### config.mk
export PLATFORM = sky130hd
export DESIGN_NAME = positional_list_engine_unit
export DESIGN_NICKNAME = d
export VERILOG_FILES = /design/src/rtl/ple_pkg.sv /design/src/rtl/ple_ram.sv /design/src/rtl/positional_list_engine_unit.sv
export SDC_FILE = /design/constraint.sdc
export NUM_CORES = 2
export LEC_CHECK = 0
export BUFFER_PORTS_ARGS = -buffer_cell sky130_fd_sc_hd__buf_4
export CAP_MARGIN = 20
export CELL_PAD_IN_SITES_DETAIL_PLACEMENT = 0
export CELL_PAD_IN_SITES_GLOBAL_PLACEMENT = 1
export CORE_MARGIN = 2
export CORE_UTILIZATION = 25
export CTS_CLUSTER_DIAMETER = 200
export DETAILED_ROUTE_END_ITERATION = 8
export HOLD_SLACK_MARGIN = 0.08
export PLACE_DENSITY_LB_ADDON = 0.1
export SLEW_MARGIN = 20
export SYNTH_ARGS = -nofsm -noshare
export SYNTH_HDL_FRONTEND = slang
export SYNTH_SLANG_ARGS = --single-unit
export TNS_END_PERCENT = 20
### constraint.sdc
create_clock -name clk -period 6 [get_ports clk]
set_input_delay 0.6 -clock clk [delete_from_list [all_inputs] [get_ports clk]]
set_output_delay 0.6 -clock clk [all_outputs]
set_load 0.03 [all_outputs]
### src/rtl/ple_pkg.sv
// ----------------------------------------------------------------------------
// ple_pkg
// Shared word types and codes of the positional list engine.
// ----------------------------------------------------------------------------
package ple_pkg;

    localparam int POS_W  = 7;
    localparam int DATA_W = 32;
    localparam int LEN_W  = 7;

    typedef enum logic [1:0] {
        CMD_INSERT = 2'd0,
        CMD_DELETE = 2'd1,
        CMD_READ   = 2'd2
    } command_t;

    typedef enum logic [1:0] {
        ST_OK    = 2'd0,
        ST_RANGE = 2'd1,
        ST_FULL  = 2'd2
    } status_t;

    typedef struct packed {
        logic [1:0]              command;
        logic [POS_W-1:0]        position;
        logic signed [DATA_W-1:0] value;
    } cmd_word_t;

    typedef struct packed {
        logic [1:0]              status;
        logic signed [DATA_W-1:0] data_out;
        logic [LEN_W-1:0]        length;
    } res_word_t;

endpackage

### src/rtl/ple_ram.sv
// ----------------------------------------------------------------------------
// ple_ram
// Simple dual-port RAM: one write port, one read port with registered data.
// ----------------------------------------------------------------------------
module ple_ram #(
    parameter int WIDTH = 32,
    parameter int DEPTH = 64
) (
    input  logic                     clk,
    input  logic                     wr_en,
    input  logic [$clog2(DEPTH)-1:0] wr_addr,
    input  logic [WIDTH-1:0]         wr_data,
    input  logic                     rd_en,
    input  logic [$clog2(DEPTH)-1:0] rd_addr,
    output logic [WIDTH-1:0]         rd_data
);

    logic [WIDTH-1:0] mem [DEPTH];

    always_ff @(posedge clk)
    begin
        if (wr_en)
        begin
            mem[wr_addr] <= wr_data;
        end
        if (rd_en)
        begin
            rd_data <= mem[rd_addr];
        end
    end

endmodule

### src/rtl/positional_list_engine_unit.sv
// Steps: an error word is registered at accept; read runs FETCH then GRAB;
// insert runs UP once per element moved up, then PUT (PUT alone if none move);
// delete runs FETCH, GRAB and, if elements move down, DOWN per element and DRAIN.
// Throughput: one command at a time, bounded by the single RAM port pair.
// Reset: asynchronous, active low; clears length, sequencer and result valid.
// Element storage is not cleared; only entries below the length are read.
// ----------------------------------------------------------------------------
// positional_list_engine_unit
// Ordered list of signed words with insert, delete and read at a position.
// ----------------------------------------------------------------------------
module positional_list_engine_unit
    import ple_pkg::*;
#(
    parameter int DEPTH = 64
) (
    input  logic      clk,
    input  logic      rst_n,
    input  logic      cmd_valid,
    output logic      cmd_stall,
    input  cmd_word_t cmd,
    output logic      res_valid,
    input  logic      res_stall,
    output res_word_t res
);

    localparam int AW    = (DEPTH > 1) ? $clog2(DEPTH) : 1;
    localparam int CNT_W = $clog2(DEPTH + 1);
    localparam int CMP_W = ((CNT_W > POS_W) ? CNT_W : POS_W) + 1;

    typedef enum logic [6:0] {
        S_IDLE  = 7'b0000001,
        S_UP    = 7'b0000010,
        S_PUT   = 7'b0000100,
        S_FETCH = 7'b0001000,
        S_GRAB  = 7'b0010000,
        S_DOWN  = 7'b0100000,
        S_DRAIN = 7'b1000000
    } state_t;

    state_t                    state_reg, state_next;
    logic [CNT_W-1:0]          count_reg, count_next;
    logic [1:0]                op_reg, op_next;
    logic [AW-1:0]             tgt_reg, tgt_next;
    logic [AW-1:0]             ptr_reg, ptr_next;
    logic [AW-1:0]             wr_addr_reg, wr_addr_next;
    logic                      wr_pend_reg, wr_pend_next;
    logic [DATA_W-1:0]         val_reg, val_next;
    logic                      res_valid_reg, res_valid_next;
    res_word_t                 res_reg, res_next;

    // RAM ports
    logic                      ram_we;
    logic [AW-1:0]             ram_waddr;
    logic [DATA_W-1:0]         ram_wdata;
    logic                      ram_re;
    logic [AW-1:0]             ram_raddr;
    logic [DATA_W-1:0]         ram_rdata;

    // Position checks against the current length, in a width that holds both.
    logic [CMP_W-1:0]          pos_ext;
    logic [CMP_W-1:0]          cnt_ext;
    logic                      pos_zero;
    logic                      ins_ok;
    logic                      sel_ok;
    logic                      is_full;
    logic [AW-1:0]             pos_idx;
    logic [AW-1:0]             last_idx;
    logic                      accept;

    assign pos_ext  = CMP_W'(cmd.position);
    assign cnt_ext  = CMP_W'(count_reg);
    assign pos_zero = (cmd.position == '0);
    assign ins_ok   = !pos_zero && (pos_ext <= cnt_ext + CMP_W'(1));
    assign sel_ok   = !pos_zero && (pos_ext <= cnt_ext);
    assign is_full  = (cnt_ext == CMP_W'(DEPTH));
    assign pos_idx  = AW'(pos_ext - CMP_W'(1));
    assign last_idx = AW'(count_reg - CNT_W'(1));

    // Take a new command only in idle, with the result register free or
    // draining in this same cycle.
    assign cmd_stall = !((state_reg == S_IDLE) && (!res_valid_reg || !res_stall));
    assign accept    = cmd_valid && !cmd_stall;

    assign res_valid = res_valid_reg;
    assign res       = res_reg;

    ple_ram #(
        .WIDTH (DATA_W),
        .DEPTH (DEPTH)
    ) u_store (
        .clk     (clk),
        .wr_en   (ram_we),
        .wr_addr (ram_waddr),
        .wr_data (ram_wdata),
        .rd_en   (ram_re),
        .rd_addr (ram_raddr),
        .rd_data (ram_rdata)
    );

    // A pending shift write always wins the write port; the inserted value
    // goes in once the last moved element has landed.
    always_comb
    begin
        ram_we    = 1'b0;
        ram_waddr = wr_addr_reg;
        ram_wdata = ram_rdata;
        if (wr_pend_reg)
        begin
            ram_we = 1'b1;
        end
        else if (state_reg == S_PUT)
        begin
            ram_we    = 1'b1;
            ram_waddr = tgt_reg;
            ram_wdata = val_reg;
        end
    end

    always_comb
    begin
        ram_re    = 1'b0;
        ram_raddr = tgt_reg;
        if ((state_reg == S_UP) || (state_reg == S_DOWN))
        begin
            ram_re    = 1'b1;
            ram_raddr = ptr_reg;
        end
        else if (state_reg == S_FETCH)
        begin
            ram_re = 1'b1;
        end
    end

    always_comb
    begin
        state_next     = state_reg;
        count_next     = count_reg;
        op_next        = op_reg;
        tgt_next       = tgt_reg;
        ptr_next       = ptr_reg;
        wr_addr_next   = wr_addr_reg;
        wr_pend_next   = 1'b0;
        val_next       = val_reg;
        res_next       = res_reg;
        res_valid_next = res_valid_reg && res_stall;

        unique case (state_reg)
            S_IDLE:
            begin
                if (accept)
                begin
                    op_next  = cmd.command;
                    tgt_next = pos_idx;
                    val_next = cmd.value;
                    // Default to an error word; overwritten on success paths.
                    res_next.status   = ST_RANGE;
                    res_next.data_out = '0;
                    res_next.length   = LEN_W'(count_reg);
                    unique case (cmd.command)
                        CMD_INSERT:
                        begin
                            if (!ins_ok)
                            begin
                                res_valid_next = 1'b1;
                            end
                            else if (is_full)
                            begin
                                res_next.status = ST_FULL;
                                res_valid_next  = 1'b1;
                            end
                            else if (pos_ext == cnt_ext + CMP_W'(1))
                            begin
                                state_next = S_PUT;
                            end
                            else
                            begin
                                ptr_next   = last_idx;
                                state_next = S_UP;
                            end
                        end
                        CMD_DELETE, CMD_READ:
                        begin
                            if (sel_ok)
                            begin
                                state_next = S_FETCH;
                            end
                            else
                            begin
                                res_valid_next = 1'b1;
                            end
                        end
                        default:
                        begin
                            res_valid_next = 1'b1;
                        end
                    endcase
                end
            end

            // Move element ptr up by one, walking down to the target.
            S_UP:
            begin
                wr_pend_next = 1'b1;
                wr_addr_next = ptr_reg + AW'(1);
                if (ptr_reg == tgt_reg)
                begin
                    state_next = S_PUT;
                end
                else
                begin
                    ptr_next = ptr_reg - AW'(1);
                end
            end

            S_PUT:
            begin
                if (!wr_pend_reg)
                begin
                    count_next        = count_reg + CNT_W'(1);
                    res_next.status   = ST_OK;
                    res_next.data_out = '0;
                    res_next.length   = LEN_W'(count_reg + CNT_W'(1));
                    res_valid_next    = 1'b1;
                    state_next        = S_IDLE;
                end
            end

            S_FETCH:
            begin
                state_next = S_GRAB;
            end

            S_GRAB:
            begin
                val_next = ram_rdata;
                if (op_reg == CMD_READ)
                begin
                    res_next.status   = ST_OK;
                    res_next.data_out = ram_rdata;
                    res_next.length   = LEN_W'(count_reg);
                    res_valid_next    = 1'b1;
                    state_next        = S_IDLE;
                end
                else if (tgt_reg == last_idx)
                begin
                    count_next        = count_reg - CNT_W'(1);
                    res_next.status   = ST_OK;
                    res_next.data_out = ram_rdata;
                    res_next.length   = LEN_W'(count_reg - CNT_W'(1));
                    res_valid_next    = 1'b1;
                    state_next        = S_IDLE;
                end
                else
                begin
                    ptr_next   = tgt_reg + AW'(1);
                    state_next = S_DOWN;
                end
            end

            // Move element ptr down by one, walking up to the last element.
            S_DOWN:
            begin
                wr_pend_next = 1'b1;
                wr_addr_next = ptr_reg - AW'(1);
                if (ptr_reg == last_idx)
                begin
                    state_next = S_DRAIN;
                end
                else
                begin
                    ptr_next = ptr_reg + AW'(1);
                end
            end

            // Last shift write lands this cycle; report the removed word.
            S_DRAIN:
            begin
                count_next        = count_reg - CNT_W'(1);
                res_next.status   = ST_OK;
                res_next.data_out = val_reg;
                res_next.length   = LEN_W'(count_reg - CNT_W'(1));
                res_valid_next    = 1'b1;
                state_next        = S_IDLE;
            end

            default:
            begin
                state_next = S_IDLE;
            end
        endcase
    end

    always_ff @(posedge clk or negedge rst_n)
    begin
        if (!rst_n)
        begin
            state_reg     <= S_IDLE;
            count_reg     <= '0;
            wr_pend_reg   <= 1'b0;
            res_valid_reg <= 1'b0;
        end
        else
        begin
            state_reg     <= state_next;
            count_reg     <= count_next;
            wr_pend_reg   <= wr_pend_next;
            res_valid_reg <= res_valid_next;
        end
    end

    always_ff @(posedge clk)
    begin
        op_reg      <= op_next;
        tgt_reg     <= tgt_next;
        ptr_reg     <= ptr_next;
        wr_addr_reg <= wr_addr_next;
        val_reg     <= val_next;
        res_reg     <= res_next;
    end

`ifndef SYNTHESIS
    a_pend_from_shift: assert property (@(posedge clk) disable iff (!rst_n)
        wr_pend_reg |-> ($past(state_reg) == S_UP || $past(state_reg) == S_DOWN))
        else $error("shift write pending outside a shift pass");

    a_count_bound: assert property (@(posedge clk) disable iff (!rst_n)
        CMP_W'(count_reg) <= CMP_W'(DEPTH))
        else $error("length exceeds store depth");

    a_done_gives_word: assert property (@(posedge clk) disable iff (!rst_n)
        (state_reg != S_IDLE && state_next == S_IDLE) |=> res_valid)
        else $error("command finished without a result word");

    a_no_idle_pend: assert property (@(posedge clk) disable iff (!rst_n)
        (state_reg == S_IDLE) |-> !wr_pend_reg)
        else $error("shift write still pending while idle");
`endif

endmodule

==> impl_metrics.tcl <==
set metrics [dict create \
    rsz0062_at_grt "no" \
    io_buffers 87 \
    startpoint_type "flop" \
    status "completed" \
    synth_edf_count 2173 \
    crit_family "compound AO/OA/AOI/OAI gates" \
    drive_gt1_frac 0.178 \
    cts_setup_buffers 0 \
    postCtsResizedCells 0 \
    cp-startpoint "state_reg[6]" \
    cts_root_buf "clkbuf_16" \
    cp.required_ns 6.60 \
    die_area_um2 361000 \
    crit_slowest_cell "a2bb2oi_1" \
    period_share 0.889 \
    synth.avg_cell_area_um2 14.8 \
    grt_pass1_wl_um 492000 \
    slew_violations 0 \
    finalPower_mw 50.7 \
    r2r-end "u_store.rd_data[16]" \
    clkLatencyLatePin_ns 0.91 \
    path_cells "nor2b_1, and3_1, nor2_4, buf_4, mux4_2, a2111oi_0, buf_4, a211oi_1, a2bb2oi_1, buf_4, nor4_1" \
    crit_fanout 20 \
    synth_most_common_cell "edfxtp_1" \
    core_um2 355000 \
    fillers 35400 \
    synth_cell_types 81 \
    hold_viol_final 0 \
    clkTransAtPathRegs_ns 0.06 \
    yosysSeqAreaShare 0.738 \
    synth_flop_cell "edfxtp_1" \
    timing.fmax_mhz 187 \
    crit_buf_inv 3 \
    first_global_vias 54800 \
    yosysTopAreaCell "edfxtp_1" \
    fp-row-count 219 \
    first_iter_violations 5474 \
    netlist_top_cells_area "edfxtp_1 73%, nand2_1 4.8%, mux2i_1 3.9%" \
    period_needed_ns 5.33 \
    drt-pass1-iter-count 6 \
    cts_tree "built" \
    ant_nets 0 \
    finalSetupTns_ns 0 \
    grtUsageTotal 0.196 \
    r2r-start "state_reg[6]" \
    endpoint "u_store.rd_data[16]" \
    hold_class "in -> reg" \
    syn_nets 6092 \
    hpwl_um 223000 \
    clock_sinks 2189 \
    cts_hold_buf 41 \
    ys_top_cells_by_count "2173 x edfxtp_1, 1134 x nand2_1, 350 x mux2i_1" \
    grt_overflow_total 0 \
    slew_headroom 0.194 \
    drc_errors 0 \
    syn-cell-area_um2 89000 \
    antenna_found_initial 26 \
    maxCapViolCount 0 \
    grt_max_degree 96 \
    skew_ns 0.0437 \
    ir_drop_uv 289 \
    crit_type "reg -> reg" \
    area_growth_pct 20.5 \
    cts_buffer_depth 4 \
    reg2reg_depth 11 \
    worstPathArrival_ns 5.93 \
    numCtsBuffers 272 \
    yosys_warnings 0 \
    synth_cells 6025 \
    crit_cells 11 \
    die_w_um 601 \
    power.density_nw_per_um2 473 \
    worstMarginPinSlew_ns 1.20 \
    wirelength_um 364000 \
    cp-end-kind "flop" \
    fin_nets 6486 \
    async_flop_share 0.00731 \
    yosysTopAreaCellShare 0.734 \
    p_leak_nw 35.9 \
    path_common_cell "buf_4" \
    critPathMaxStageDelay_ns 0.85 \
    setup_violations 0 \
    ys_ff_latch 2189 \
    r2r_slack_ns 0.67 \
    start_util 0.251 \
    largest_reg_flops 2048 \
    die_h_um 601 \
    pin_count 88 \
    vias 55500 \
    gp_congestion 0.794 \
    cts_max_level 5 \
    wire_per_inst_um 32.0 \
    vias_per_cell 4.88 \
]
-- worst register-to-register path, delay by kind of cell (launching register included) --
family	cells	cell delay (ns)
buffers and inverters	3	0.97
DFF	1	0.83
and+or+nand+nor	4	1.15
AOI/OAI and AO/OA	3	1.50
muxes	1	0.59
-- cell families after synthesis --
| group | after synthesis | share of synthesized area |
|---|---|---|
| and+or+nand+nor | 1837 | 0.0919 |
| DFF | 2189 | 0.738 |
| xor gates and xnor gates | 50 | 0.00501 |
| AOI/OAI and AO/OA | 1103 | 0.0905 |
| buffers and inverters | 433 | 0.0225 |
| adders and majority gates | 22 | 0.00309 |
| muxes | 391 | 0.0489 |
-- per-layer routing --
layer	GRT usage	vias up	part of all wire
met1	0.284	29400	0.47
met4	0.0391	0	0.021
met2	0.315	1496	0.46
met3	0.0238	340	0.047
met5	0	-	0
li1	-	24200	-
-- metrics by stage --
stage                     hold WS (ns)  instance area, um^2  setup WS (ns)  utilization  std cells
after floorplan                  0.304                89000          0.503            -       6025
after global placement           0.493                98500          0.202        0.277      10800
after detailed placement         0.495                98600          0.542        0.278      10900
after CTS                       0.0959               107000          0.494        0.302      11400
after global routing             0.138               107000          0.417        0.302      11400
final                            0.161               107000          0.666        0.302      11400
-- cell type report --
cell class,count,area [um^2],area share
sequential,2189,65700,0.612
multi-input combinational,3403,22200,0.207
clock buffer,351,7190,0.0671
tap,4751,5940,0.0555
timing repair buffer,528,5100,0.0476
clock inverter,113,991,0.00924
inverter,25,98.8,0.000922
antenna,4,10.0,0.0000934
-- how the worst min path moves through the flow --
stage               startpoint           end  slack (ns)  cells past startpoint
CTS                  res_stall     res_valid         0.1                      4
floorplan                rst_n  count_reg[0]        0.30                      0
global placement         rst_n     res_valid        0.49                      1
global route            cmd[5]    val_reg[5]        0.14                      3
finish               res_stall     res_valid        0.16                      4
detailed placement       rst_n     res_valid        0.50                      1
-- where the power goes --
part	leakage (nW)	internal (mW)	total, mW	switching, mW
Sequential	19.8	18.7	19.1	0.441
Clock	3.97	8.97	15.6	6.66
Combinational	12.1	4.71	16.0	11.3
Total	35.9	32.3	50.7	18.4
-- placed cells by master (no fill, tap or decap), types with 49 or more instances in the layout --
cell and count:
o21ai_0 87, o221a_2 89, mux2i_1 347, buf_4 403, nand2_1 1096, a211oi_1 178, a31o_2 62, a2111oi_0 49
nor2_4 67, a21oi_1 239, clkbuf_16 276, buf_12 83, clkinv_1 51, edfxtp_1 2173, and3_1 207, clkbuf_1 75
nand3_1 195, a31oi_1 103
Note: power is estimated with default switching activity, not from simulation.
